File: src/rtl/matrix_multiply_small_macros.svh
// Assertion macros for the matrix product block.
// Needs aclk and aresetn in the scope of each use.
`ifndef MATRIX_MULTIPLY_SMALL_MACROS_SVH
`define MATRIX_MULTIPLY_SMALL_MACROS_SVH

// Same-cycle implication, disabled in reset.
`define MMS_ASSERT_SAME(lbl, ante, cons, msg) \
    lbl: assert property (@(posedge aclk) disable iff (!aresetn) (ante) |-> (cons)) \
        else $error(msg);

// Next-cycle implication, disabled in reset.
`define MMS_ASSERT_NEXT(lbl, ante, cons, msg) \
    lbl: assert property (@(posedge aclk) disable iff (!aresetn) (ante) |=> (cons)) \
        else $error(msg);

`endif

File: src/rtl/mms_pkg.sv
// Shared types and constants for the matrix product block.
// No dependencies.
package mms_pkg;

    localparam int DIM    = 3;
    localparam int CELLS  = DIM * DIM;
    localparam int IDX_W  = (DIM > 1) ? $clog2(DIM) : 1;
    localparam int ADDR_W = $clog2(CELLS);
    localparam int CNT_W  = $clog2(2 * CELLS);

    typedef logic [IDX_W-1:0]  idx_t;
    typedef logic [ADDR_W-1:0] addr_t;
    typedef logic [CNT_W-1:0]  cnt_t;

    typedef logic signed [15:0] elem_t;
    typedef logic signed [31:0] prod_t;
    typedef logic signed [32:0] acc_t;

    localparam idx_t  IDX_MAX   = IDX_W'(DIM - 1);
    localparam addr_t DIM_ADDR  = ADDR_W'(DIM);
    localparam cnt_t  CNT_CELLS = CNT_W'(CELLS);
    localparam cnt_t  CNT_LAST  = CNT_W'(2 * CELLS - 1);

    // Tag that travels with each multiply-accumulate through the pipe.
    typedef struct packed {
        logic valid;
        logic first;      // first term of a dot product
        logic last_k;     // last term of a dot product
        idx_t row;
        idx_t col;
        logic last_elem;  // final element of the product matrix
    } mms_tag_t;

endpackage

File: src/rtl/matrix_multiply_small.sv
// Matrix product C = A x B, DIM x DIM signed 16-bit elements, one element per input word.
// Loading: one word per cycle; DIM*DIM words of A then DIM*DIM of B (row-major).
// Compute: DIM^3 multiply-accumulates on one shared MAC, one per cycle unless the output
// stalls; each term passes the operand read, product and output registers in turn.
// A 3x3 matrix is loaded as 18 words.
// Reset (aresetn low, synchronous): load counter, sequencer state, pipe tags and output valid clear.
module matrix_multiply_small (
    input  logic        aclk,
    input  logic        aresetn,
    // input word channel
    input  logic        s_valid,
    output logic        s_ready,
    input  logic [15:0] s_element_value,
    // result word channel
    output logic        m_valid,
    input  logic        m_ready,
    output logic [32:0] m_product_value,
    output logic [1:0]  m_row_index,
    output logic [1:0]  m_col_index,
    output logic        m_last_element
);

`include "matrix_multiply_small_macros.svh"

    typedef enum logic [1:0] {
        ST_LOAD,   // taking A and B words
        ST_RUN,    // issuing one MAC per cycle while the output slot is free
        ST_DRAIN   // waiting for the final result word to leave
    } state_t;

    state_t state_reg;

    // Load side
    mms_pkg::cnt_t  load_count_reg;
    mms_pkg::cnt_t  right_rel;
    logic           load_accept;
    logic           load_right;

    // Sequencer counters: k walks the dot product, c the column, r the row.
    mms_pkg::idx_t  r_reg;
    mms_pkg::idx_t  c_reg;
    mms_pkg::idx_t  k_reg;
    mms_pkg::addr_t a_addr_reg;   // r*DIM + k
    mms_pkg::addr_t a_base_reg;   // r*DIM
    mms_pkg::addr_t b_addr_reg;   // k*DIM + c

    // Operand stores, read port registered
    mms_pkg::elem_t left_mem  [mms_pkg::CELLS];
    mms_pkg::elem_t right_mem [mms_pkg::CELLS];
    mms_pkg::elem_t a_rd_reg;
    mms_pkg::elem_t b_rd_reg;

    // Pipe tags
    mms_pkg::mms_tag_t issue_tag;
    mms_pkg::mms_tag_t rd_tag_reg;
    mms_pkg::mms_tag_t mac_tag;
    mms_pkg::acc_t     mac_sum;

    // Output register
    logic              m_valid_reg;
    mms_pkg::acc_t     m_value_reg;
    mms_pkg::idx_t     m_row_reg;
    mms_pkg::idx_t     m_col_reg;
    logic              m_last_reg;
    logic [mms_pkg::IDX_W+1:0] row_ext;
    logic [mms_pkg::IDX_W+1:0] col_ext;

    logic adv;       // whole compute pipe moves when the output slot is free
    logic run_last;  // issuing the final MAC of the matrix

    // Check helpers
    logic load_done;   // final B word taken
    logic last_taken;  // final product word leaves
    logic out_corner;  // output word sits at the bottom-right corner

    assign adv         = !m_valid_reg || m_ready;
    assign s_ready     = (state_reg == ST_LOAD);
    assign load_accept = s_valid && s_ready;
    assign load_right  = (load_count_reg >= mms_pkg::CNT_CELLS);
    assign right_rel   = load_count_reg - mms_pkg::CNT_CELLS;
    assign run_last    = (r_reg == mms_pkg::IDX_MAX) && (c_reg == mms_pkg::IDX_MAX)
                      && (k_reg == mms_pkg::IDX_MAX);

    assign load_done   = load_accept && (load_count_reg == mms_pkg::CNT_LAST);
    assign last_taken  = m_valid_reg && m_ready && m_last_reg;
    assign out_corner  = (m_row_reg == mms_pkg::IDX_MAX) && (m_col_reg == mms_pkg::IDX_MAX);

    always_comb begin
        issue_tag.valid     = (state_reg == ST_RUN);
        issue_tag.first     = (k_reg == '0);
        issue_tag.last_k    = (k_reg == mms_pkg::IDX_MAX);
        issue_tag.row       = r_reg;
        issue_tag.col       = c_reg;
        issue_tag.last_elem = (r_reg == mms_pkg::IDX_MAX) && (c_reg == mms_pkg::IDX_MAX);
    end

    // Stores: written while loading, read by the sequencer
    always_ff @(posedge aclk) begin
        if (load_accept) begin
            if (load_right) begin
                right_mem[right_rel[mms_pkg::ADDR_W-1:0]] <= s_element_value;
            end else begin
                left_mem[load_count_reg[mms_pkg::ADDR_W-1:0]] <= s_element_value;
            end
        end
        if (adv) begin
            a_rd_reg <= left_mem[a_addr_reg];
            b_rd_reg <= right_mem[b_addr_reg];
        end
    end

    mms_mac u_mac (
        .aclk    (aclk),
        .aresetn (aresetn),
        .en      (adv),
        .in_tag  (rd_tag_reg),
        .a_in    (a_rd_reg),
        .b_in    (b_rd_reg),
        .out_tag (mac_tag),
        .sum     (mac_sum)
    );

    // Sequencer, pipe tag and output register
    always_ff @(posedge aclk) begin
        if (!aresetn) begin
            state_reg      <= ST_LOAD;
            load_count_reg <= '0;
            rd_tag_reg     <= '0;
            m_valid_reg    <= 1'b0;
        end else begin
            unique case (state_reg)
                ST_LOAD: begin
                    if (load_accept) begin
                        if (load_count_reg == mms_pkg::CNT_LAST) begin
                            load_count_reg <= '0;
                            state_reg      <= ST_RUN;
                            r_reg          <= '0;
                            c_reg          <= '0;
                            k_reg          <= '0;
                            a_addr_reg     <= '0;
                            a_base_reg     <= '0;
                            b_addr_reg     <= '0;
                        end else begin
                            load_count_reg <= load_count_reg + 1'b1;
                        end
                    end
                end
                ST_RUN: begin
                    if (adv) begin
                        if (k_reg != mms_pkg::IDX_MAX) begin
                            k_reg      <= k_reg + 1'b1;
                            a_addr_reg <= a_addr_reg + 1'b1;
                            b_addr_reg <= b_addr_reg + mms_pkg::DIM_ADDR;
                        end else begin
                            k_reg <= '0;
                            if (c_reg != mms_pkg::IDX_MAX) begin
                                c_reg      <= c_reg + 1'b1;
                                a_addr_reg <= a_base_reg;
                                b_addr_reg <= mms_pkg::addr_t'(c_reg) + 1'b1;
                            end else begin
                                c_reg      <= '0;
                                a_addr_reg <= a_base_reg + mms_pkg::DIM_ADDR;
                                a_base_reg <= a_base_reg + mms_pkg::DIM_ADDR;
                                b_addr_reg <= '0;
                                r_reg      <= r_reg + 1'b1;
                            end
                        end
                        if (run_last) begin
                            state_reg <= ST_DRAIN;
                        end
                    end
                end
                ST_DRAIN: begin
                    if (m_valid_reg && m_ready && m_last_reg) begin
                        state_reg <= ST_LOAD;
                    end
                end
                default: begin
                    state_reg <= ST_LOAD;
                end
            endcase

            if (adv) begin
                rd_tag_reg  <= issue_tag;
                m_valid_reg <= mac_tag.valid && mac_tag.last_k;
            end
        end
    end

    // Result payload, loaded when a dot product completes
    always_ff @(posedge aclk) begin
        if (adv && mac_tag.valid && mac_tag.last_k) begin
            m_value_reg <= mac_sum;
            m_row_reg   <= mac_tag.row;
            m_col_reg   <= mac_tag.col;
            m_last_reg  <= mac_tag.last_elem;
        end
    end

    // Index fields are 2 bits wide; wrap or zero-extend from the counter width
    assign row_ext = {2'b00, m_row_reg};
    assign col_ext = {2'b00, m_col_reg};

    assign m_valid         = m_valid_reg;
    assign m_product_value = m_value_reg;
    assign m_row_index     = row_ext[1:0];
    assign m_col_index     = col_ext[1:0];
    assign m_last_element  = m_last_reg;

    // Checks
    `MMS_ASSERT_SAME(a_no_load_with_result, m_valid_reg, !s_ready, "result pending while loading")
    `MMS_ASSERT_NEXT(a_back_to_load, last_taken, s_ready, "no return to load")
    `MMS_ASSERT_NEXT(a_start_run, load_done, state_reg == ST_RUN, "compute did not start")
    `MMS_ASSERT_SAME(a_last_is_corner, m_valid_reg && m_last_reg, out_corner, "last flag off corner")

endmodule

File: src/rtl/mms_mac.sv
// Shared multiply-accumulate unit: registered 16x16 product, then accumulate.
// Depends on mms_pkg.
module mms_mac (
    input  logic              aclk,
    input  logic              aresetn,
    input  logic              en,
    input  mms_pkg::mms_tag_t in_tag,
    input  mms_pkg::elem_t    a_in,
    input  mms_pkg::elem_t    b_in,
    output mms_pkg::mms_tag_t out_tag,
    output mms_pkg::acc_t     sum
);

    mms_pkg::prod_t    prod_reg;
    mms_pkg::mms_tag_t tag_reg;
    mms_pkg::acc_t     acc_reg;
    mms_pkg::acc_t     acc_next;

    // Accumulator wraps at 33 bits, same as masking the full sum.
    always_comb begin
        if (tag_reg.first) begin
            acc_next = mms_pkg::acc_t'(prod_reg);
        end else begin
            acc_next = acc_reg + mms_pkg::acc_t'(prod_reg);
        end
    end

    always_ff @(posedge aclk) begin
        if (!aresetn) begin
            tag_reg <= '0;
        end else if (en) begin
            tag_reg <= in_tag;
        end
    end

    always_ff @(posedge aclk) begin
        if (en) begin
            prod_reg <= a_in * b_in;
            if (tag_reg.valid) begin
                acc_reg <= acc_next;
            end
        end
    end

    assign out_tag = tag_reg;
    assign sum     = acc_next;

endmodule
File: config.mk
export PLATFORM = sky130hd
export DESIGN_NAME = matrix_multiply_small
export DESIGN_NICKNAME = d
export VERILOG_FILES = /design/src/rtl/mms_pkg.sv /design/src/rtl/matrix_multiply_small.sv /design/src/rtl/mms_mac.sv
export VERILOG_INCLUDE_DIRS = /design/src /design/src/rtl
export SDC_FILE = /design/constraint.sdc
export NUM_CORES = 1
export LEC_CHECK = 0
export ABC_AREA = 0
export BUFFER_PORTS_ARGS = -buffer_cell sky130_fd_sc_hd__buf_2
export CAP_MARGIN = 20
export CORE_UTILIZATION = 35
export CTS_CLUSTER_DIAMETER = 100
export DETAILED_ROUTE_END_ITERATION = 10
export GPL_TIMING_DRIVEN = 0
export SYNTH_ARGS = -nofsm -noshare
export SYNTH_HDL_FRONTEND = slang
export SYNTH_SLANG_ARGS = --single-unit
File: constraint.sdc
create_clock -name aclk -period 6.55 [get_ports aclk]
set_clock_uncertainty 0.05 [all_clocks]
set_input_delay 0.3275 -clock aclk [delete_from_list [all_inputs] [get_ports aclk]]
set_output_delay 0.3275 -clock aclk [all_outputs]
set_load 0.02 [all_outputs]
After elaboration in Yosys (flattened, before gate mapping)
Memories as Yosys holds them, arrays and structs flattened. A register that Yosys moved wholly into a read port is not among the register bits.
Cells that the tools add are included.
{"block": "totals", "latchBits": 0, "reg_bits": 145, "mem_bits_ro": 0, "mem_count": 2, "out_inout_bits": 40, "mem_bits_rw": 288, "inputBits": 20, "word_cells": 115}
{"block": "op_classes", "n_mul": 1, "n_bitwise": 0, "reduce_logical": 19, "eq_ne": 15, "div_mod_pow": 0, "shifts": 0, "add_sub_neg": 10, "mux": 40, "n_lt_le_gt_ge": 1}
{"memory": "left_mem", "depth": 9, "width": 16, "rd": 1, "rd_clocked_by_memory_dff": 1, "write_ports": 1, "line_no": "matrix_multiply_small.sv:48", "source": "mms_pkg::elem_t left_mem [mms_pkg::CELLS];"}
{"memory": "right_mem", "depth": 9, "width": 16, "rd": 1, "rd_clocked_by_memory_dff": 1, "write_ports": 1, "line_no": "matrix_multiply_small.sv:49", "source": "mms_pkg::elem_t right_mem [mms_pkg::CELLS];"}
{"cell": "$mux 4", "count": 9}
{"cell": "$add 33x32->33", "count": 1}
{"cell": "$mux 33", "count": 1}
{"cell": "$mul 16x16->32", "count": 1}
{"cell": "$mux 2", "count": 15}
{"cell": "$pmux 4 s2", "count": 3}
{"cell": "$pmux 2 s2", "count": 3}
{"cell": "$ne 2x2->1 const B", "count": 5}
{"cell": "$reduce_and 5->1", "count": 2}
{"cell": "$add 4x2->4 const B", "count": 2}
{"cell": "$eq 2x2->1 const B", "count": 4}
{"cell": "$logic_and 1x1->1", "count": 8}
{"cell": "$ne 2x1->1 const B", "count": 4}
{"cell": "$reduce_and 7->1", "count": 1}
{"cell": "$add 2x1->2 const B", "count": 3}
{"cell": "$mux 1", "count": 6}
{"cell": "$pmux 2 s3", "count": 1}
{"cell": "$reduce_and 6->1", "count": 1}
{"cell": "$add 5x1->5 const B", "count": 1}
{"cell": "$eq 5x5->1 const B", "count": 1}
{"cell": "$ge 5x4->1 const B", "count": 1}
{"cell": "$mux 5", "count": 1}
{"cell": "$add 4x1->4 const B", "count": 1}
{"cell": "$logic_not 2->1", "count": 2}
{"cell": "other kinds (8)", "count": 9}

Longest topological paths before layout
Gate-level depths: netlist (run 1).
{"block": "logic_depth", "ltp_word": 6, "mapped_depth": 25, "depth_no_buf": 24}

By module
A second synthesis (run 1) with hierarchy kept.
{"block": "unflattened", "hier_cells": 2358, "area_unflattened_um2": 29306.9}
{"mod": "matrix_multiply_small", "area_per_inst_um2": 15135.8, "seq_area_each_um2": 11611.1, "cells_per_inst": 863, "instances": 1}
{"mod": "mms_mac", "area_per_inst_um2": 14171.1, "seq_area_each_um2": 2112.0, "cells_per_inst": 1495, "instances": 1}

Least setup slack after synthesis (run 1)
OpenSTA, ideal clock, no wires.
{"block": "synth_timing", "path_type": "flip-flop to flip-flop", "start": "register a_rd_reg[15] (read register of left_mem)", "end": "register u_mac.prod_reg[30], data pin", "required_time_ns": 6.241, "path_buffers": 1, "setup_time_ns": 0.259, "t_arrival_ns": 5.747, "stages_incl_launch_ff": 24, "setup_slack_ns": 0.494, "synth_period_minus_slack_ns": 6.056, "path_cell_list": "edfxtp_1 clkbuf_1 nand2_1 inv_1 fa_1 inv_1 fa_1 fa_1 inv_1 fa_1 fa_1 inv_1 fa_1 inv_1 ha_1 o211a_1 and4_1 a31oi_1 o211ai_1 a31oi_1 nor2b_1 o21bai_1 a41oi_1 xnor2_1"}
{"block": "synth_between", "elab_chain_cells": 1}
{"element": "from (decl)", "line_no": "matrix_multiply_small.sv:50", "source": "mms_pkg::elem_t a_rd_reg;"}
{"element": "$mul 16x16->32", "line_no": "mms_mac.sv:38", "source": "prod_reg <= a_in * b_in;"}
{"element": "to (signal assigned)", "line_no": "mms_mac.sv:38"}
{"element": "to (decl)", "line_no": "mms_mac.sv:14", "source": "mms_pkg::prod_t prod_reg;"}
Every way passes these cells.
A chain may end at the register's enable or synchronous reset.

Final worst setup path (run 1)
{"block": "layout_timing", "start": "register b_rd_reg[5] (read register of right_mem)", "end": "register u_mac.prod_reg[30], data pin"}
{"block": "layout_between", "elab_chain_cells": 1}
{"element": "from (decl)", "line_no": "matrix_multiply_small.sv:51", "source": "mms_pkg::elem_t b_rd_reg;"}
{"element": "$mul 16x16->32", "line_no": "mms_mac.sv:38"}
Every way passes these cells.

==> results of run 1 <==
==> stage by stage <==
| step | util [%] | area (um2) | hold WS [ns] | std cells | power [mW] |
|---|---|---|---|---|---|
| after floorplan | - | 28800 | 0.358 | 2235 | 4.32 |
| after global placement | 37.6 | 30400 | 0.363 | 3354 | 4.55 |
| after detailed placement | 38.0 | 30700 | 0.372 | 3373 | 4.60 |
| after CTS | 40.4 | 32700 | 0.0627 | 3493 | 7.54 |
| after global routing | 40.8 | 33000 | 0.0823 | 3519 | 7.80 |
| final | 40.8 | 33000 | 0.0824 | 3519 | 7.48 |
==> cell families after synthesis <==
group                      share of synthesized area, %
muxes                                              6.30
AOI/OAI and AO/OA                                  5.59
adders and majority gates                          24.0
xor gates and xnor gates                           2.25
buffers and inverters                              5.44
DFF                                                47.6
and+or+nand+nor                                    8.81
==> timing repair <==
action	4_1_cts	5_1_grt
endpoints found under the setup margin	8	7
hold endpoints to repair	1	0
pin swaps	2	8
gates resized for setup	49	34
hold buffers	1	0
buffers inserted	26	26
==> worst paths after layout <==
path	startpoint	to	slack, ns	cells past startpoint
worst max-delay path	b_rd_reg[5]	u_mac.prod_reg[30]	0.07	22
worst min-delay path	s_element_value[1]	right_mem[8][1]	0.08	1
worst max register to register	b_rd_reg[5]	u_mac.prod_reg[30]	0.07	22
worst min register to register	u_mac.out_tag[1]	m_col_index[0]	0.39	0
==> cell type report <==
type                    instances  area (um2)
inverters                     332        1250
fillers                      7521       47900
plain buffers                  82         413
clock inverters                32         413
clock buffers                  61        1290
multi-input cells            1356       13700
repair buffers                131         930
well taps                    1060        1330
flip-flops and latches        465       13700
==> synth_stat cells, drive strengths merged, types with 24 or more instances <==
master	count
inv	331
and2	139
nand2	246
o21ai	90
mux4	64
ha	131
mux2i	34
dfxtp	24
a21oi	59
clkbuf	70
nor2	71
xor2	27
fa	263
xnor2	47
edfxtp	441
==> layer usage <==
metal	global-route usage (%)	up-vias	part of all wire, %
met1	21.3	8735	44
met3	2.24	112	4.6
met5	0	-	0.012
met2	28.2	397	49
li1	-	7938	-
met4	5.12	2	3.0
==> where the power goes <==
group          total [mW]  switching (mW)  internal (mW)
combinational        1.06           0.622          0.443
sequential           3.49          0.0563           3.43
clock                2.93            1.20           1.73
==> flow_metrics.py, run 1 <==
metrics = {
    "synthesis": {
        "syn_avg_cell_area_um2": 12.9,
        "synthTopCellsByArea": "edfxtp_1 (46%), fa_1 (18%), ha_1 (5.7%)",
        "synth-main-ff-cell": "edfxtp_1",
        "yosysSeqAreaShare_pct": 47.6,
        "synth_edf_count": 441,
        "ys_async_sr_fraction_pct": 0,
        "mappedNetlistNets": 2649,
        "yosysUniqueCellTypes": 70,
        "ys_ff_latch": 465,
        "synthCells": 2235,
        "syn_area_um2": 28800,
        "ys_warn_count": 0,
        "synth_top_area_share_pct": 46.0,
        "synth_area_leader_cell": "edfxtp_1",
    },
    "grt": {
        "grt_pass1_vias": 18200,
        "grt_first_pass_wirelength_mm": 105,
        "antenna_found_initial": 1,
        "grt_overflow": 0,
        "grt_max_degree": 40,
        "track_usage_pct": 16.4,
    },
    "timing": {
        "relSlewSlack_pct": 30.8,
        "tns_ns": 0,
        "final-hold-violation-count": 0,
        "fin_ws_ns": 0.0713,
        "min_period_ns": 6.48,
        "finalCritPeriodShare_pct": 98.9,
        "worstMarginPinSlew_ns": 1.04,
        "setup-violations-final": 0,
        "fmaxAchievable_mhz": 154,
        "report.final.slew_viol_count": 0,
    },
    "routing": {
        "drtIter0Drc": 1123,
        "via_per_inst": 4.88,
        "routedWlPerCell_um": 19.0,
        "wl_mm": 66.7,
        "dr.pass1.iters": 5,
        "drcViolationCount": 0,
        "ant_nets": 0,
        "via_count": 17200,
    },
    "clocking": {
        "cts_tree": "yes",
        "cts.path.max_buffers": 3,
        "numCtsBuffers": 50,
        "cts_root_buf": "clkbuf_16",
        "htreeDepth": 2,
        "clock_sinks": 465,
        "clk_latency_ns": 0.61,
        "clkTransAtPathRegs_ns": 0.06,
    },
    "worst_setup_path": {
        "path_max_fanout": 10,
        "cp.required_ns": 6.85,
        "critPathLaunchType": "register",
        "worst_path_most_repeated_cell": "fa_1",
        "cp_top_family": "adder cells",
        "critical_path_buf_inv_count": 5,
        "path_cells": "buf_6 -> and2_1 -> fa_1 -> inv_1 -> fa_1 -> fa_1 -> inv_1 -> fa_1 -> fa_1 -> inv_1 -> fa_1 -> inv_1 -> ha_2 -> o211a_1 -> and4_1 -> a31oi_2 -> o211ai_1 -> a31oi_2 -> nor2b_4 -> o21bai_2 -> a41oi_2 -> xnor2_1",
        "worstSetupPathType": "register to register",
        "cp.arrival_ns": 6.77,
        "cpPeakStageDelay_ns": 0.55,
        "crit_slowest_cell": "fa_1",
        "cp-end-kind": "register",
    },
    "placed_design": {
        "io_buffers": 59,
        "dp_hpwl_mm": 49.5,
        "gp_congestion": 0.924,
        "place_ws_ns": -0.554,
    },
    "final_layout": {
        "layout_common_cells": "edfxtp_1 (441), inv_1 (331), fa_1 (261)",
        "drive_above_1_share_pct": 14.3,
        "antennaDiodeCount": 0,
        "syn2layout_area_growth_pct": 14.6,
        "final_common_cell": "edfxtp_1",
        "fin_nets": 2832,
    },
    "floorplan": {
        "die_h_um": 289,
        "die_w_um": 289,
        "start_util_pct": 35.6,
        "ios": 60,
        "core-area_um2": 80900,
        "num_rows": 104,
        "die-area_um2": 83500,
    },
    "pwr": {
        "ir_worst_vdd_mv": 0.179,
        "p_leak_nw": 13.2,
        "p_per_area_nw_per_um2": 227,
    },
    "status": {
        "status": "finished clean",
    },
    "worst_hold_path": {
        "hp-class": "input port to register",
    },
    "flow_run": {
        "max-cap-violations": 0,
    },
}
(Power assumes the default switching activity.)
==> run 2: changes to the inputs <==
- CORE_UTILIZATION: 35 -> 60
- PLACE_DENSITY: default -> 0.77
==> flow_metrics.py, run 2 (same netlist as run 1, synthesis figures left out) <==
metrics = {
    "final_layout": {
        "antennaDiodeCount": 0,
        "seqCellArea_um2": 13700,
        "final_common_cell": "edfxtp_1",
        "fin_nets": 2815,
        "syn2layout_area_growth_pct": 11.5,
        "nFillCells": 3235,
        "multi_input_area_um2": 13700,
        "finalInstanceArea_um2": 32100,
        "layout_common_cells": "edfxtp_1 (441), inv_1 (331), fa_1 (261)",
        "final_util_pct": 68.4,
        "drive_above_1_share_pct": 13.6,
    },
    "grt": {
        "antenna_found_initial": 1,
        "grt_max_degree": 68,
        "use_met2_pct": 48.2,
        "grt_pass1_vias": 18700,
        "grt_util_met1_pct": 33.8,
        "busiest_layer": "met2",
        "grt_util_met3_pct": 3.80,
        "grt_first_pass_wirelength_mm": 102,
        "track_usage_pct": 27.5,
        "grt_overflow": 0,
    },
    "placed_design": {
        "place_area_um2": 30100,
        "io_buffers": 59,
        "gp_congestion": 0.957,
        "place_ws_ns": -0.506,
        "dp_hpwl_mm": 46.1,
    },
    "worst_setup_path": {
        "worstSetupPathType": "register to register",
        "critPathLaunchType": "register",
        "path_max_fanout": 6,
        "cp.arrival_ns": 6.66,
        "cp-end-kind": "register",
        "cp.required_ns": 6.82,
    },
    "routing": {
        "drcViolationCount": 0,
        "drtIter0Drc": 1355,
        "dr.pass1.iters": 7,
        "ant_nets": 0,
        "wl_mm": 64.6,
        "routedWlPerCell_um": 21.3,
        "via_count": 17600,
        "via_per_inst": 5.79,
    },
    "timing": {
        "setup-violations-final": 0,
        "report.final.slew_viol_count": 0,
        "relSlewSlack_pct": 31.2,
        "fin_ws_ns": 0.164,
        "final-hold-violation-count": 0,
        "fmaxAchievable_mhz": 157,
        "finalCritPeriodShare_pct": 97.5,
        "min_period_ns": 6.39,
        "worstMarginPinSlew_ns": 1.03,
    },
    "clocking": {
        "cts_tree": "yes",
        "htreeDepth": 2,
        "numCtsBuffers": 46,
        "cts_root_buf": "clkbuf_16",
        "clkTransAtPathRegs_ns": 0.06,
        "clock_sinks": 465,
        "cts.path.max_buffers": 3,
        "clk_latency_ns": 0.60,
    },
    "pwr": {
        "p_total_mw": 7.10,
        "p_per_area_nw_per_um2": 221,
        "p_leak_nw": 13.0,
        "ir_worst_vdd_mv": 0.285,
    },
    "floorplan": {
        "die_h_um": 221,
        "ios": 60,
        "start_util_pct": 61.4,
        "core-area_um2": 47000,
        "num_rows": 79,
        "die-area_um2": 48900,
        "die_w_um": 221,
    },
    "status": {
        "status": "finished clean",
    },
    "flow_run": {
        "max-cap-violations": 0,
    },
    "worst_hold_path": {
        "hp-class": "input port to register",
    },
}
[run 2: cell count changes in the layout (fill, tap and decap cells not counted), sizes merged]
cell	change
clkinv	-6
bufinv	-5
buf	-15
inv	-2
[run 2: path summary, 6_finish.rpt]
kind / start / endpoint / slack (ns) / cells after the start
min reg2reg: u_mac.out_tag[1] / m_col_index[0] / 0.39 / 0
max reg2reg: a_rd_reg[10] / u_mac.prod_reg[28] / 0.16 / 24
max: a_rd_reg[10] / u_mac.prod_reg[28] / 0.16 / 24
min: s_element_value[12] / right_mem[3][12] / 0.10 / 1
[run 2: worst max-delay path: stages (launching register included)]
cell and delay, ns:
edfxtp_1 0.50, buf_4 0.21, and2_1 0.18, fa_1 0.53
inv_1 0.05, fa_1 0.48, fa_1 0.55, inv_1 0.07
fa_1 0.45, fa_1 0.51, inv_1 0.05, fa_1 0.47
inv_1 0.04, ha_2 0.38, o211a_1 0.21, and4_4 0.25
a31oi_4 0.09, o211ai_1 0.13, buf_4 0.17, a31oi_4 0.08
buf_4 0.15, a211oi_2 0.20, o21a_1 0.14, nor2_1 0.04
xnor2_1 0.11
[run 2: what timing repair did]
action	CTS	global route
gates resized for setup	44	41
endpoints found under the hold margin	1	0
hold buffers	1	0
pin swaps	2	6
buffers inserted	27	14
setup endpoints to repair	8	7
[run 2: per-layer routing]
layer | vias to the layer above | part of all wire (%)
met5 | - | 0.017
met4 | 2 | 4.8
met3 | 172 | 6.0
met2 | 671 | 50
met1 | 8837 | 39
li1 | 7899 | -
[run 2: report_power, final]
group          switching [mW]  internal, mW  total, mW
clock network            1.09          1.45       2.54
registers              0.0556          3.43       3.49
logic                   0.624         0.444       1.07
total                    1.77          5.33       7.10
[run 2: cell type report]
type	count	area share, %
plain buffers	81	1.25
clock buffers	59	3.83
clock inverters	19	0.654
inverters	332	3.88
multi-input cells	1356	42.7
flip-flops and latches	465	42.7
well taps	607	2.36
repair buffers	119	2.62
[run 2: stage by stage]
stage	std cells	TNS (ns)	hold WS (ns)
after global routing	3038	-0.0487	0.0887
final	3038	0	0.104
after global placement	2901	-1.98	0.360
after floorplan	2235	0	0.358
after CTS	3024	0	0.0769
after detailed placement	2919	-2.40	0.374
==> run 3: changes to the inputs <==
- CORE_UTILIZATION: 60 -> 55
- PLACE_DENSITY: 0.77 -> 0.71
==> flow_metrics.py, run 3 (same netlist as run 1, synthesis figures left out) <==
metrics = {
    "worst_setup_path": {
        "cp.arrival_ns": 6.67,
        "cp_top_family": "adder cells",
        "crit_slowest_cell": "fa_1",
        "worst_path_most_repeated_cell": "fa_1",
        "cp-end-kind": "register",
        "critPathLaunch": "a_rd_reg[5]",
        "path_max_fanout": 10,
        "path_cells": "buf_4 -> and2_1 -> fa_1 -> inv_1 -> fa_1 -> inv_1 -> fa_1 -> fa_1 -> fa_1 -> inv_1 -> fa_1 -> inv_1 -> ha_1 -> o211a_1 -> and4_1 -> a31oi_2 -> o211ai_1 -> buf_4 -> a31oi_4 -> buf_4 -> a211oi_2 -> o21a_1 -> nor2_1 -> xnor2_1",
        "worstSetupPathType": "register to register",
        "cp.required_ns": 6.83,
        "critPathLaunchType": "register",
        "crit-reg2reg-launch": "a_rd_reg[5]",
        "cpPeakStageDelay_ns": 0.55,
        "critical_path_buf_inv_count": 7,
    },
    "timing": {
        "rsz0062_at_grt": "false",
        "report.final.slew_viol_count": 0,
        "relSlewSlack_pct": 33.1,
        "fmaxAchievable_mhz": 157,
        "setup-violations-final": 0,
        "tns_ns": 0,
        "hold_slack_ns": 0.0999,
        "worstMarginPinSlew_ns": 1.00,
        "final-hold-violation-count": 0,
        "finalCritPeriodShare_pct": 97.5,
        "min_period_ns": 6.39,
    },
    "final_layout": {
        "drive_above_1_share_pct": 13.7,
        "finalInstanceArea_um2": 32300,
        "nFillCells": 3856,
        "syn2layout_area_growth_pct": 12.3,
        "final_util_pct": 62.8,
        "final_common_cell": "edfxtp_1",
        "antennaDiodeCount": 0,
        "fin_nets": 2817,
        "layout_common_cells": "edfxtp_1 (441), inv_1 (331), fa_1 (261)",
        "layoutNonFillerInstCount": 3123,
    },
    "placed_design": {
        "place_area_um2": 30200,
        "dp_hpwl_mm": 46.6,
        "gp_congestion": 0.932,
        "place_inst": 2993,
        "io_buffers": 59,
    },
    "clocking": {
        "cts_root_buf": "clkbuf_16",
        "clkTransAtPathRegs_ns": 0.06,
        "clock_sinks": 465,
        "numCtsBuffers": 50,
        "htreeDepth": 2,
        "cts.path.max_buffers": 3,
        "cts_tree": "yes",
        "clk_latency_ns": 0.60,
    },
    "pwr": {
        "p_leak_nw": 13.1,
        "p_per_area_nw_per_um2": 227,
        "ir_worst_vdd_mv": 0.321,
    },
    "floorplan": {
        "die_w_um": 231,
        "die_h_um": 231,
        "start_util_pct": 55.9,
        "die-area_um2": 53300,
        "num_rows": 83,
        "ios": 60,
        "core-area_um2": 51500,
    },
    "grt": {
        "track_usage_pct": 24.6,
        "grt_overflow": 0,
        "grt_pass1_vias": 18300,
        "grt_max_degree": 41,
        "grt_first_pass_wirelength_mm": 100,
        "antenna_found_initial": 2,
    },
    "flow_run": {
        "max-cap-violations": 0,
    },
    "routing": {
        "dr.pass1.iters": 7,
        "wl_mm": 63.2,
        "drtIter0Drc": 1128,
        "ant_nets": 0,
        "via_count": 17500,
        "routedWlPerCell_um": 20.3,
        "via_per_inst": 5.60,
        "drcViolationCount": 0,
    },
    "status": {
        "status": "finished clean",
    },
    "worst_hold_path": {
        "hp-start": "s_element_value[0]",
        "hp-class": "input port to register",
    },
}
## run 3: final timing paths
check,to,slack [ns],cells past startpoint
max,u_mac.prod_reg[28],0.16,24
min,right_mem[2][0],0.1,1
max reg2reg,u_mac.prod_reg[28],0.16,24
min reg2reg,m_col_index[1],0.38,0
## run 3: worst register-to-register path: stages (launching register included)
cell and delay [ns]:
edfxtp_1 0.46, buf_4 0.23, and2_1 0.17, fa_1 0.53, inv_1 0.05, fa_1 0.55
inv_1 0.06, fa_1 0.52, fa_1 0.45, fa_1 0.49, inv_1 0.05, fa_1 0.47
inv_1 0.04, ha_1 0.35, o211a_1 0.19, and4_1 0.23, a31oi_2 0.21, o211ai_1 0.12
buf_4 0.17, a31oi_4 0.18, buf_4 0.14, a211oi_2 0.06, o21a_1 0.18, nor2_1 0.11
xnor2_1 0.07
## run 3: timing repair
item / 4_1_cts / 5_1_grt
endpoints found under the hold margin: 1 / 0
endpoints found under the setup margin: 8 / 7
hold buffers: 1 / 0
gates resized for setup: 41 / 54
pin swaps: 1 / 7
gates cloned: 0 / 0
setup buffers: 27 / 10
## run 3: per-stage QoR
stage	total power [mW]	worst slack, ns
5_1_grt	7.60	0.00116
3_3_place_gp	4.53	-0.518
6_report	7.34	0.164
2_1_floorplan	4.32	0.494
3_5_place_dp	4.57	-0.560
4_1_cts	7.34	0.0196
## run 3: where the power goes
group | switching, mW | internal, mW
clock | 1.18 | 1.61
sequential | 0.0562 | 3.43
combinational | 0.614 | 0.441
## run 3: final cells by class
cell class / instances / area [um2] / area share (%)
Buffer: 82 / 412 / 1.27
Clock buffer: 55 / 1270 / 3.93
Clock inverter: 37 / 367 / 1.13
Inverter: 332 / 1250 / 3.85
Multi-Input combinational cell: 1356 / 13700 / 42.3
Sequential cell: 465 / 13700 / 42.4
Tap cell: 680 / 851 / 2.63
Timing Repair Buffer: 116 / 807 / 2.49
## run 3: metal layers
layer | routed length (um) | vias up | track usage (%) | share of wire (%)
met2 | 31700 | 574 | 42.7 | 50
met4 | 2210 | 4 | 8.86 | 3.5
li1 | - | 7911 | - | -
met3 | 3510 | 149 | 3.35 | 5.5
met1 | 25800 | 8839 | 31.6 | 41
met5 | 23 | - | 0 | 0.036
